==> src/rtl/core/qrs_sqrt.sv <==
// Pipelined integer square root, one result bit per stage, rounded to nearest.
// No dependencies; used by quadratic_root_solver.
module qrs_sqrt #(
    parameter int VAL_WIDTH = 66
) (
    input  logic                     aclk,
    input  logic                     en,
    input  logic [VAL_WIDTH-1:0]     val,
    output logic [VAL_WIDTH/2:0]     root
);
    localparam int RW  = VAL_WIDTH / 2;
    localparam int PW  = 2 * RW;
    localparam int RMW = RW + 3;

    logic [RMW-1:0] rem_reg  [0:RW-1];
    logic [RW-1:0]  root_reg [0:RW-1];
    logic [PW-1:0]  val_reg  [0:RW-1];
    logic [RW:0]    round_reg;

    for (genvar k = 0; k < RW; k++) begin : g_stage
        logic [RMW-1:0] rem_prev;
        logic [RW-1:0]  root_prev;
        logic [PW-1:0]  val_prev;
        logic [RMW-1:0] rem_shift;
        logic [RMW-1:0] trial;
        logic           ge;
        if (k == 0) begin : g_first
            assign rem_prev  = '0;
            assign root_prev = '0;
            assign val_prev  = PW'(val);
        end else begin : g_next
            assign rem_prev  = rem_reg[k-1];
            assign root_prev = root_reg[k-1];
            assign val_prev  = val_reg[k-1];
        end
        assign rem_shift = {rem_prev[RMW-3:0], val_prev[PW-1 -: 2]};
        assign trial     = {1'b0, root_prev, 2'b01};
        assign ge        = rem_shift >= trial;
        always_ff @(posedge aclk) begin
            if (en) begin
                rem_reg[k]  <= ge ? rem_shift - trial : rem_shift;
                root_reg[k] <= {root_prev[RW-2:0], ge};
                val_reg[k]  <= {val_prev[PW-3:0], 2'b00};
            end
        end
    end

    always_ff @(posedge aclk) begin
        if (en) begin
            round_reg <= {1'b0, root_reg[RW-1]}
                       + (RW+1)'(rem_reg[RW-1] > RMW'(root_reg[RW-1]));
        end
    end

    assign root = round_reg;

endmodule

==> config.mk <==
export PLATFORM = sky130hd
export DESIGN_NAME = qrs_sqrt
export DESIGN_NICKNAME = d
export VERILOG_FILES = /design/src/rtl/core/qrs_sqrt.sv
export SDC_FILE = /design/constraint.sdc
export NUM_CORES = 2
export LEC_CHECK = 0
export BUFFER_PORTS_ARGS = -buffer_cell sky130_fd_sc_hd__buf_2
export CORE_MARGIN = 1
export CORE_UTILIZATION = 46
export CTS_CLUSTER_SIZE = 16
export DETAILED_ROUTE_END_ITERATION = 12
export SLEW_MARGIN = 10
export SYNTH_ARGS = -nofsm -noshare
export SYNTH_HDL_FRONTEND = slang
export SYNTH_MEMORY_MAX_BITS = 65536
export SYNTH_SLANG_ARGS = --single-unit
==> constraint.sdc <==
create_clock -name aclk -period 9.5 [get_ports aclk]
set_input_delay 1.9 -clock aclk [delete_from_list [all_inputs] [get_ports aclk]]
set_output_delay 1.9 -clock aclk [all_outputs]
set_load 0.02 [all_outputs]
==> impl_metrics.json <==
{
  "period_share": 0.509,
  "end_kind": "register",
  "max_stage_delay_ns": 0.88,
  "critPathTopFamily": "compound AO/OA/AOI/OAI gates",
  "grt_pass1_wl_mm": 423,
  "preCtsSetupSlack_ns": 4.77,
  "hold_viol_final": 0,
  "grt_use_total": 0.189,
  "rsz0062_at_grt": "no",
  "num_rows": 193,
  "clk_path_buf_depth": 4,
  "cts_buffers": 300,
  "io_buffers": 101,
  "final_nets": 11000,
  "setup_viol": 0,
  "netlist_area_um2": 128000,
  "boundaryPins": 102,
  "drc_errors": 0,
  "drt-total-wl_mm": 268,
  "dieArea_um2": 281000,
  "cts-root-buf": "clkbuf_16",
  "start_util": 0.464,
  "placed_area_um2": 133000,
  "cts_tree": "built",
  "fillCellCount": 23400,
  "clock_latency_ns": 0.89,
  "min_path_type": "register to register",
  "min_period_ns": 4.83,
  "synth_top_area_cell": "edfxtp_1",
  "start_kind": "register",
  "die_y_um": 530,
  "power_density_nw_per_um2": 253,
  "maxCapViolCount": 0,
  "gr-total-overflow": 0,
  "via_count": 77700,
  "grt_max_degree": 181,
  "syn_inst": 10100,
  "worstPathArrival_ns": 5.47,
  "ys_types": 95,
  "synthTopCellsByCount": "2724 x edfxtp_1, 798 x inv_1, 728 x nand2_1, 633 x ha_1, 586 x o21ai_0",
  "die_width_um": 530,
  "synth-edff-count": 2724,
  "cp_num_buf_inv": 1,
  "first_pass_iters": 6,
  "synth.top_cell.area_share": 0.637,
  "htreeDepth": 5,
  "finClkSkew_ns": 0.0444,
  "cp_max_fo": 28,
  "stdcell_area_um2": 143000,
  "synth_flop_cell": "edfxtp_1",
  "critPathKind": "register to register",
  "postCtsSetupBuffers": 0,
  "ant_nets": 0,
  "syn_to_final_growth_pct": 11.7,
  "clk_pin_slew_worst_paths_ns": 0.07,
  "setup_slack_ns": 4.67,
  "post-synth-top-count-cell": "edfxtp_1",
  "largest_register_ffs": 1073,
  "async_flop_share": 0,
  "yosysWarnings": 0,
  "status": "completed",
  "max_slew_margin": 0.187,
  "vdd_ir_drop_max_v": 0.000183,
  "ys_seq_area_frac": 0.637,
  "antenna_found_initial": 1,
  "crit_slowest_cell": "a2111oi_1",
  "first_iter_violations": 6256,
  "cts_hold_buf": 0,
  "routedWlPerCell_um": 18.8,
  "grt_pass1_vias": 76700,
  "report.power.total_mw": 36.3,
  "cts_resized": 0,
  "avgSynthCellArea_um2": 12.8,
  "max_freq_ghz": 0.207,
  "viasPerCell": 5.45,
  "synth_nets": 10800,
  "crit_path_frequent_cell": "o31a_1",
  "hpwl_mm": 192,
  "drive_gt1_frac": 0.0717,
  "place.gp.congestion": 0.922,
  "synthTopCellsByArea": "edfxtp_1 64%, ha_1 6.2%, xnor2_1 3.2%",
  "cp_cell_sequence": "ha_1, nor2b_1, o31a_1, nor4_2, o31ai_1, a22o_1, a2111oi_1, o31a_1, buf_4, mux2_2",
  "setup_tns_ns": 0,
  "core_area_um2": 277000,
  "synth-seq-cells": 2724,
  "clock-sinks": 2724,
  "finalMaxSlewViolations": 0,
  "cp_data_required_time_ns": 10.14,
  "worstMarginPinSlew_ns": 1.22,
  "p_leak_nw": 54.4
}
-- worst paths after layout --
kind	cells past startpoint	slack [ns]	from	endpoint
worst max register to register	10	4.67	rem_reg[1][180]$_DFFE_PP_	rem_reg[1][220]$_DFFE_PP_
worst min register to register	0	0.40	val_reg[0][1724]$_DFFE_PP_	val_reg[0][1790]$_DFFE_PP_
worst max-delay path	10	4.67	rem_reg[1][180]$_DFFE_PP_	rem_reg[1][220]$_DFFE_PP_
worst min-delay path	0	0.40	val_reg[0][1724]$_DFFE_PP_	val_reg[0][1790]$_DFFE_PP_
-- power breakdown --
part	switching, mW	internal [mW]	total [mW]
logic	4.68	3.29	7.97
clock network	4.80	7.04	11.8
registers	1.07	15.4	16.5
total	10.6	25.7	36.3
-- metal layers --
metal | global-route usage | routed length [um] | up-vias
met5 | 0 | 0 | -
met4 | 0.0750 | 10200 | 0
met3 | 0.0220 | 10300 | 555
met2 | 0.326 | 132000 | 1738
met1 | 0.242 | 116000 | 37600
li1 | - | - | 37900
-- final cells by class --
cell class                      count  area (um2)  area share
Sequential cell                  2724       81800       0.570
Multi-Input combinational cell   6337       43000       0.299
Clock buffer                      361        7860      0.0548
Tap cell                         3705        4640      0.0323
Inverter                          801        3010      0.0210
Clock inverter                    185        2170      0.0151
Timing Repair Buffer              148        1040     0.00722
Antenna cell                        2        5.00   0.0000349
-- logic make-up after synthesis --
group                      Yosys count  synth area share
DFF                               2724             0.637
AOI/OAI and AO/OA                 2090             0.101
adders and majority gates          633            0.0617
and+or+nand+nor                   2612             0.101
muxes                               82           0.00707
xor gates and xnor gates           919            0.0627
other                                1         0.0000292
buffers and inverters              992            0.0294
-- stage by stage --
step           utilization  hold WS (ns)  cells
2_1_floorplan            -         0.400  10100
3_3_place_gp         0.482         0.400  13700
3_5_place_dp         0.482         0.405  13700
4_1_cts              0.518         0.403  14300
5_1_grt              0.518         0.409  14300
6_report             0.518         0.398  14300
-- cell usage in the layout (no fill, tap or decap), types with 71 or more instances in the layout --
master,instances
edfxtp_1,2724
inv_1,798
nand2_1,728
ha_1,633
o21ai_0,586
a21oi_1,577
nor2_1,576
xnor2_1,472
xor2_1,447
clkbuf_16,306
a21o_1,271
nor3_1,257
nand3_1,158
nor4_1,132
o21a_1,130
nand4_1,122
nand2b_1,119
or3_1,112
buf_2,100
o31ai_1,80
nor2b_1,71
or4_1,71
No activity file was read; power rests on OpenSTA's default activity.
